File: src/rtl/ccrf_pkg.sv
// Types, address map, write masks and port-base decode for the config register block.
`timescale 1ns / 1ps

package ccrf_pkg;

	localparam int NWORDS = 21;
	localparam int IDX_W = $clog2(NWORDS);

	localparam int IDX_REFRESH = 2;
	localparam int IDX_DISK = 3;
	localparam int IDX_PMC = 12;
	localparam int IDX_EMS_PTR = 19;
	localparam int IDX_EMS_PAGE = 20;

	localparam logic CMD_READ = 1'b0;
	localparam logic CMD_WRITE = 1'b1;

	localparam logic [15:0] ADDR_PMC_LO = 16'h7072;
	localparam logic [15:0] ADDR_PMC_HI = 16'h7872;
	localparam logic [15:0] ADDR_OSC_OFF = 16'hf072;
	localparam logic [15:0] ADDR_OSC_ON = 16'hf472;
	localparam logic [15:0] ADDR_EMS_PTR = 16'he072;
	localparam logic [15:0] ADDR_EMS_PAGE = 16'he872;
	localparam logic [15:0] ADDR_LOCK = 16'hf073;
	localparam logic [15:0] ADDR_SHADOW = 16'hd072;
	localparam logic [15:0] ADDR_LOCK_STAT = 16'hfc72;

	localparam logic [15:0] LOCK_STAT_VAL = 16'h0ff0;
	localparam logic [15:0] LOCK_KEY_MASK = 16'h00da;
	localparam logic [15:0] READ_MISS = 16'hffff;

	localparam logic [15:0] REG_ADDR [NWORDS] = '{
		16'h1072, 16'h1872, 16'h2072, 16'h2872, 16'h3072, 16'h3872, 16'h4072,
		16'h4872, 16'h5072, 16'h5872, 16'h6072, 16'h6872, 16'h0000, 16'h8072,
		16'h8872, 16'h9072, 16'h9872, 16'ha072, 16'hc872, 16'he072, 16'he872
	};

	localparam logic [15:0] REG_MASK [NWORDS] = '{
		16'hffff, 16'hffff, 16'hffff, 16'hffff, 16'hffff, 16'hffff, 16'hffff,
		16'hffff, 16'hffff, 16'hffff, 16'hffbf, 16'hecff, 16'hffff, 16'hffff,
		16'hffff, 16'h00fc, 16'hfdff, 16'hffff, 16'hfcfc, 16'h003f, 16'h8fff
	};

	localparam logic [9:0] IDE_BASE_PRI = 10'h1f0;
	localparam logic [9:0] IDE_BASE_SEC = 10'h170;
	localparam logic [9:0] IDE_CTRL_PRI = 10'h3f6;
	localparam logic [9:0] IDE_CTRL_SEC = 10'h376;

	typedef struct packed {
		logic        cmd;
		logic [15:0] io_addr;
		logic [15:0] wdata;
	} ccrf_req_t;

	typedef struct packed {
		logic [15:0] rdata;
		logic        locked;
		logic [9:0]  uart_a_port;
		logic [9:0]  uart_b_port;
		logic [9:0]  lpt_port;
		logic [9:0]  ide_base;
		logic [9:0]  ide_ctrl_port;
		logic        fdc_enabled;
		logic        disk_secondary;
		logic        osc_40mhz;
	} ccrf_rsp_t;

	function automatic logic [9:0] uart_base(input logic [2:0] code);
		logic [9:0] base;
		case (code)
			3'd1: base = 10'h3f8;
			3'd2: base = 10'h2f8;
			3'd3: base = 10'h3e8;
			3'd4: base = 10'h2e8;
			default: base = 10'h000;
		endcase
		return base;
	endfunction

	function automatic logic [9:0] lpt_base(input logic [1:0] code);
		logic [9:0] base;
		case (code)
			2'd1: base = 10'h3bc;
			2'd2: base = 10'h378;
			2'd3: base = 10'h278;
			default: base = 10'h000;
		endcase
		return base;
	endfunction

endpackage

File: src/rtl/chipset_config_register_file_unit.sv
// Top level of the chipset configuration register block.
//
//   channel  dir  handshake             payload
//   req      in   req_valid/req_stall   ccrf_req_t (cmd, io_addr, wdata)
//   rsp      out  rsp_valid/rsp_stall   ccrf_rsp_t (rdata, lock and port decode)
//
// One word per cycle sustained while rsp_stall is low; a request passes the request register,
// then the register file, which forms the response combinationally and updates its words on
// the edge that loads the response register; the response register parts the two sides.
// Reset locks the gated registers, clears all config words and the oscillator flag.
// A stalled response holds the request register; a new request is taken whenever it drains.
`timescale 1ns / 1ps

module chipset_config_register_file_unit import ccrf_pkg::*; (
	input  logic      clk,
	input  logic      arst_n,
	input  logic      req_valid,
	output logic      req_stall,
	input  ccrf_req_t req,
	output logic      rsp_valid,
	input  logic      rsp_stall,
	output ccrf_rsp_t rsp
);

	logic      adv;
	logic      valid_s1;
	logic      fire;
	ccrf_req_t item_s1;
	ccrf_rsp_t result;

	assign fire = valid_s1 && adv;

	ccrf_in_stage u_in (
		.clk       (clk),
		.arst_n    (arst_n),
		.req_valid (req_valid),
		.req       (req),
		.req_stall (req_stall),
		.adv       (adv),
		.valid_s1  (valid_s1),
		.item_s1   (item_s1)
	);

	ccrf_regs u_regs (
		.clk    (clk),
		.arst_n (arst_n),
		.fire   (fire),
		.item   (item_s1),
		.result (result)
	);

	ccrf_out_stage u_out (
		.clk       (clk),
		.arst_n    (arst_n),
		.fire      (fire),
		.result    (result),
		.adv       (adv),
		.rsp_valid (rsp_valid),
		.rsp_stall (rsp_stall),
		.rsp       (rsp)
	);

`ifndef SYNTHESIS
	a_fire_gives_rsp: assert property (@(posedge clk) disable iff (!arst_n)
		fire |=> rsp_valid)
		else $error("processed word did not reach the response register");

	a_stall_needs_item: assert property (@(posedge clk) disable iff (!arst_n)
		req_stall |-> valid_s1 && rsp_valid && rsp_stall)
		else $error("request stalled without a blocked word ahead");

	a_ide_pair: assert property (@(posedge clk) disable iff (!arst_n)
		rsp_valid && rsp.ide_base == 10'h000 |-> rsp.ide_ctrl_port == 10'h000)
		else $error("IDE control port decoded while IDE base is disabled");

	a_ide_secondary: assert property (@(posedge clk) disable iff (!arst_n)
		rsp_valid && rsp.ide_base != 10'h000 && rsp.disk_secondary
		|-> rsp.ide_base == IDE_BASE_SEC && rsp.ide_ctrl_port == IDE_CTRL_SEC)
		else $error("secondary disk select gave a primary IDE address");
`endif

endmodule

File: src/rtl/ccrf_in_stage.sv
// Input register stage: captures one request word and holds it until it is processed.
`timescale 1ns / 1ps

module ccrf_in_stage import ccrf_pkg::*; (
	input  logic      clk,
	input  logic      arst_n,
	input  logic      req_valid,
	input  ccrf_req_t req,
	output logic      req_stall,
	input  logic      adv,
	output logic      valid_s1,
	output ccrf_req_t item_s1
);

	logic load;

	assign req_stall = valid_s1 && !adv;
	assign load = req_valid && !req_stall;

	always_ff @(posedge clk or negedge arst_n) begin
		if (!arst_n) begin
			valid_s1 <= 1'b0;
		end else if (load) begin
			valid_s1 <= 1'b1;
		end else if (adv) begin
			valid_s1 <= 1'b0;
		end
	end

	always_ff @(posedge clk) begin
		if (load) begin
			item_s1 <= req;
		end
	end

endmodule

File: src/rtl/ccrf_regs.sv
// Configuration register file: decode, masked update, read mux and port-base decode.
`timescale 1ns / 1ps

module ccrf_regs import ccrf_pkg::*; (
	input  logic      clk,
	input  logic      arst_n,
	input  logic      fire,
	input  ccrf_req_t item,
	output ccrf_rsp_t result
);

	logic [15:0]      words_q [NWORDS];
	logic [15:0]      words_n [NWORDS];
	logic             lock_q;
	logic             lock_n;
	logic             osc_q;
	logic             osc_n;
	logic             hit;
	logic [IDX_W-1:0] idx;
	logic [15:0]      rdata;
	logic [15:0]      rc;
	logic [15:0]      dcs;

	always_comb begin
		hit = 1'b0;
		idx = '0;
		for (int i = 0; i < NWORDS; i++) begin
			if (i != IDX_PMC && !hit && item.io_addr == REG_ADDR[i]) begin
				hit = 1'b1;
				idx = IDX_W'(i);
			end
		end
	end

	always_comb begin
		words_n = words_q;
		lock_n = lock_q;
		osc_n = osc_q;
		rdata = '0;
		if (item.cmd == CMD_WRITE) begin
			if (!lock_q) begin
				if (item.io_addr == ADDR_PMC_LO) begin
					words_n[IDX_PMC] = {8'h00, item.wdata[15:8]};
				end else if (item.io_addr == ADDR_PMC_HI) begin
					words_n[IDX_PMC] = {item.wdata[15:8], 8'h00};
				end else if (item.io_addr == ADDR_OSC_OFF) begin
					osc_n = 1'b0;
				end else if (item.io_addr == ADDR_OSC_ON) begin
					osc_n = 1'b1;
				end else if (hit && idx < IDX_W'(IDX_EMS_PTR)) begin
					words_n[idx] = item.wdata & REG_MASK[idx];
				end
			end
			if (item.io_addr == ADDR_EMS_PTR) begin
				words_n[IDX_EMS_PTR] = item.wdata & REG_MASK[IDX_EMS_PTR];
			end else if (item.io_addr == ADDR_EMS_PAGE) begin
				words_n[IDX_EMS_PAGE] = item.wdata & REG_MASK[IDX_EMS_PAGE];
			end else if (item.io_addr == ADDR_LOCK) begin
				lock_n = (item.wdata & LOCK_KEY_MASK) == 16'h0000;
			end
		end else begin
			if (item.io_addr == ADDR_PMC_LO) begin
				rdata = {words_q[IDX_PMC][7:0], 8'h00};
			end else if (item.io_addr == ADDR_PMC_HI) begin
				rdata = {words_q[IDX_PMC][15:8], 8'h00};
			end else if (item.io_addr == ADDR_SHADOW) begin
				rdata = 16'h0000;
			end else if (item.io_addr == ADDR_LOCK_STAT) begin
				rdata = LOCK_STAT_VAL;
			end else if (hit) begin
				rdata = words_q[idx];
			end else begin
				rdata = READ_MISS;
			end
		end
	end

	assign rc = words_n[IDX_REFRESH];
	assign dcs = words_n[IDX_DISK];

	always_comb begin
		result.rdata = rdata;
		result.locked = lock_n;
		result.uart_a_port = uart_base(rc[7:5]);
		result.uart_b_port = uart_base(rc[3:1]);
		result.lpt_port = lpt_base(rc[10:9]);
		result.ide_base = dcs[0] ? 10'h000 : (dcs[4] ? IDE_BASE_SEC : IDE_BASE_PRI);
		result.ide_ctrl_port = dcs[0] ? 10'h000 : (dcs[4] ? IDE_CTRL_SEC : IDE_CTRL_PRI);
		result.fdc_enabled = !dcs[1];
		result.disk_secondary = dcs[4];
		result.osc_40mhz = osc_n;
	end

	always_ff @(posedge clk or negedge arst_n) begin
		if (!arst_n) begin
			for (int i = 0; i < NWORDS; i++) begin
				words_q[i] <= '0;
			end
			lock_q <= 1'b1;
			osc_q <= 1'b0;
		end else if (fire) begin
			words_q <= words_n;
			lock_q <= lock_n;
			osc_q <= osc_n;
		end
	end

endmodule

File: src/rtl/ccrf_out_stage.sv
// Result register stage: holds one response word until the receiver takes it.
`timescale 1ns / 1ps

module ccrf_out_stage import ccrf_pkg::*; (
	input  logic      clk,
	input  logic      arst_n,
	input  logic      fire,
	input  ccrf_rsp_t result,
	output logic      adv,
	output logic      rsp_valid,
	input  logic      rsp_stall,
	output ccrf_rsp_t rsp
);

	assign adv = !rsp_valid || !rsp_stall;

	always_ff @(posedge clk or negedge arst_n) begin
		if (!arst_n) begin
			rsp_valid <= 1'b0;
		end else if (adv) begin
			rsp_valid <= fire;
		end
	end

	always_ff @(posedge clk) begin
		if (fire) begin
			rsp <= result;
		end
	end

endmodule

File: config.mk
export PLATFORM = sky130hd
export DESIGN_NAME = chipset_config_register_file_unit
export DESIGN_NICKNAME = d
export VERILOG_FILES = /design/src/rtl/ccrf_pkg.sv /design/src/rtl/chipset_config_register_file_unit.sv /design/src/rtl/ccrf_in_stage.sv /design/src/rtl/ccrf_regs.sv /design/src/rtl/ccrf_out_stage.sv
export SDC_FILE = /design/constraint.sdc
export NUM_CORES = 1
export LEC_CHECK = 0
export BUFFER_PORTS_ARGS = -buffer_cell sky130_fd_sc_hd__buf_2
export CELL_PAD_IN_SITES_DETAIL_PLACEMENT = 2
export CELL_PAD_IN_SITES_GLOBAL_PLACEMENT = 2
export CORE_ASPECT_RATIO = 1.2
export CORE_MARGIN = 4
export CORE_UTILIZATION = 41
export DETAILED_ROUTE_END_ITERATION = 8
export PLACE_DENSITY_LB_ADDON = 0.1
export SLEW_MARGIN = 10
export SYNTH_ARGS = -nofsm -noshare
export SYNTH_HDL_FRONTEND = slang
export SYNTH_HIERARCHICAL = 1
export SYNTH_SLANG_ARGS = --single-unit
export TNS_END_PERCENT = 5
File: constraint.sdc
create_clock -name clk -period 11.8 [get_ports clk]
set_input_delay 1.77 -clock clk [delete_from_list [all_inputs] [get_ports clk]]
set_output_delay 1.77 -clock clk [all_outputs]
set_load 0.005 [all_outputs]
==> results_dict.tcl <==
set metrics [dict create \
    wire_per_inst_microns 28.1 \
    fin_tns_setup_ps 0 \
    globalplace.congestion 0.853 \
    max_freq_mhz 235 \
    cp_slowest_stage_delay_ps 850 \
    grt_max_degree 116 \
    antenna_cells 0 \
    nets 1926 \
    worstSkewPairLatency_ps 600 \
    ys_async_sr_fraction 0.767 \
    netlist_area_sq_mm 0.0201 \
    ys_ff_latch 443 \
    path_class "reg -> reg" \
    fin_ws_ps 7550 \
    h-tree-depth 2 \
    end_kind "flop" \
    core-area_sq_mm 0.0483 \
    synthCells 1846 \
    yosysWarnings 6 \
    die_height_microns 251 \
    tightest_slew_ps 1160 \
    vdd_drop_max_mv 0.123 \
    dieWidth_microns 210 \
    cts_tree "done" \
    leakage_uw 0.00960 \
    synth-seq-area-share 0.576 \
    slowest_stage "edfxtp_1" \
    boundaryPins 109 \
    synth_area_per_cell_sq_um 10.9 \
    numCtsBuffers 48 \
    num_vias 14765 \
    worstPathRequired_ps 12220 \
    hold_path_class "reg -> reg" \
    ant_nets 0 \
    grt_pass1_vias 16332 \
    cts_resized 0 \
    nFillCells 4848 \
    start_util 0.416 \
    dp_hpwl_mm 47.6 \
    finalSetupViolCount 0 \
    path_cells "xnor2_1 -> nor3_1 -> a31oi_1 -> nor2_1 -> nand2_1 -> o21ai_0 -> a2111oi_0 -> a21oi_1" \
    critPathMaxFanout 24 \
    drc 0 \
    syn_to_final_growth_pct 11.8 \
    cap_violations 0 \
    post_cts_buffers 0 \
    wirelength_mm 71.7 \
    cts.clk_slew.worst_paths_ps 60 \
    portBuffers 108 \
    netlist-cell-type-count 75 \
    drt-initial-drc-count 860 \
    gr-total-overflow 0 \
    critPathArrivalTime_ps 4670 \
    cts-root-buf "clkbuf_16" \
    viasPerCell 5.78 \
    crit_path_start_kind "flop" \
    maxSlewViolCount 0 \
    grt_usage 0.271 \
    status "complete, no violations" \
    max-clock-path-buffers 3 \
    drive_gt1_frac 0.180 \
    drtPass1Iterations 5 \
    die_area_sq_mm 0.0527 \
    ys.flop_type "dfrtp_1" \
    cts_hold_buf 0 \
    hold_viol 0 \
    antenna_found_initial 3 \
    fin_crit_ps 4250 \
    cts.sinks 443 \
    synth_edf_count 103 \
    fin_skew_ps 17.9 \
    power.density_mw_per_mm2 151 \
    maxSlewHeadroom 0.224 \
    grt_pass1_wl_mm 107 \
    pre_cts_slack_ps 7700 \
    rsz0062_at_grt "false" \
    row_count 88 \
    min_period_over_period 0.360 \
]
## power breakdown
| part | internal, uW | switching [uW] | total [uW] |
|---|---|---|---|
| Clock | 932 | 640 | 1570 |
| Sequential | 1620 | 33.2 | 1650 |
| Combinational | 48.0 | 133 | 181 |
## worst paths after layout
kind / from / end / slack (ps) / cells past startpoint
worst max-delay path: u_in/item_s1[28] / u_out/rsp[67] / 7550 / 8
worst min-delay path: u_regs/words_q[269] / u_regs/words_q[269] / 480 / 2
worst max register to register: u_in/item_s1[28] / u_out/rsp[67] / 7550 / 8
worst min register to register: u_regs/words_q[269] / u_regs/words_q[269] / 480 / 2
max in group asynchronous: arst_n / u_regs/words_q[160] / 8610 / 3
min in group asynchronous: arst_n / u_regs/words_q[272] / 1240 / 1
## synth_stat cells, types with 37 or more instances
cell	instances	area [sq um]
dfrtp_1	339	8480
o21ai_1	37	185
mux2i_1	116	1160
a21oi_1	54	270
nor2_1	59	221
o21ai_0	210	1050
mux2_2	91	1020
clkbuf_1	56	210
buf_4	56	420
nand2_1	354	1330
edfxtp_1	103	3090
buf_2	46	230
## cell usage in the layout, fill, tap and decap left out, types with 7 or more instances in the layout
cell       count
a21oi_1       54
nor2_1        59
o21ai_0      207
buf_4         30
edfxtp_1     103
a22oi_1        8
nand4_1        7
conb_1        15
o221ai_1      15
o22ai_1       25
or3_1          9
buf_2        107
nand2b_1      12
o21ai_1       37
nor3_1        10
nor2b_1       14
a31oi_1       17
nand2_1      354
and2_1        27
dfrtp_1      339
clkbuf_1       9
xnor2_1        8
mux2i_1      116
a21o_1         8
and3_1        10
mux2_2        91
clkinv_1       8
clkbuf_16     49
nand3_1       33
## cell type report
type / instances / area [sq um] / area share
repair buffers: 138 / 776 / 0.0345
clock inverters: 25 / 293 / 0.0130
flip-flops and latches: 443 / 11600 / 0.516
well taps: 630 / 788 / 0.0350
multi-input cells: 1248 / 7670 / 0.341
inverters: 6 / 22.5 / 0.00100
clock buffers: 64 / 1340 / 0.0597
## cells by family (layout without fill, tap and decap cells)
group	count (synthesis)	count (layout)	share of synthesized area
AOI/OAI and AO/OA	413	413	0.117
xor gates and xnor gates	8	8	0.00348
adders and majority gates	4	4	0.00249
buffers and inverters	169	233	0.0463
DFF	443	443	0.577
muxes	219	219	0.118
other	1	15	0.000186
and+or+nand+nor	589	589	0.135
## layer usage
| layer | vias to the layer above | track usage | routed length (microns) |
|---|---|---|---|
| met5 | - | 0 | 0 |
| met4 | 0 | 0.0862 | 2440 |
| met3 | 111 | 0.0450 | 2940 |
| met2 | 266 | 0.470 | 36300 |
| met1 | 7850 | 0.348 | 30100 |
| li1 | 6538 | - | - |
## per-stage QoR
step            util  instances  total power (uW)  hold slack [ps]  instance area [sq um]
4_1_cts        0.465       2554              3450              482                  22500
6_report       0.465       2554              3410              480                  22500
5_1_grt        0.465       2554              3530              501                  22500
3_5_place_dp   0.432       2465              1870              469                  20900
2_1_floorplan      -       1860              1770              442                  20200
3_3_place_gp   0.432       2465              1860              455                  20900
## state kept, by name (all words and copies together) (netlist names)
name and cells:
u_in/item_s1 33, u_in/valid_s1 1, u_out/rsp 70, u_out/rsp_valid 1, u_regs/lock_q 1, u_regs/osc_q 1
u_regs/words_q 336
## critical path: cells and delay by family (launching register included)
family / cells / cell delay (ps)
AOI/OAI and AO/OA: 4 / 1280
xor gates and xnor gates: 1 / 200
DFF: 1 / 850
and+or+nand+nor: 3 / 1760
Note: power is estimated with default switching activity, not from simulation.
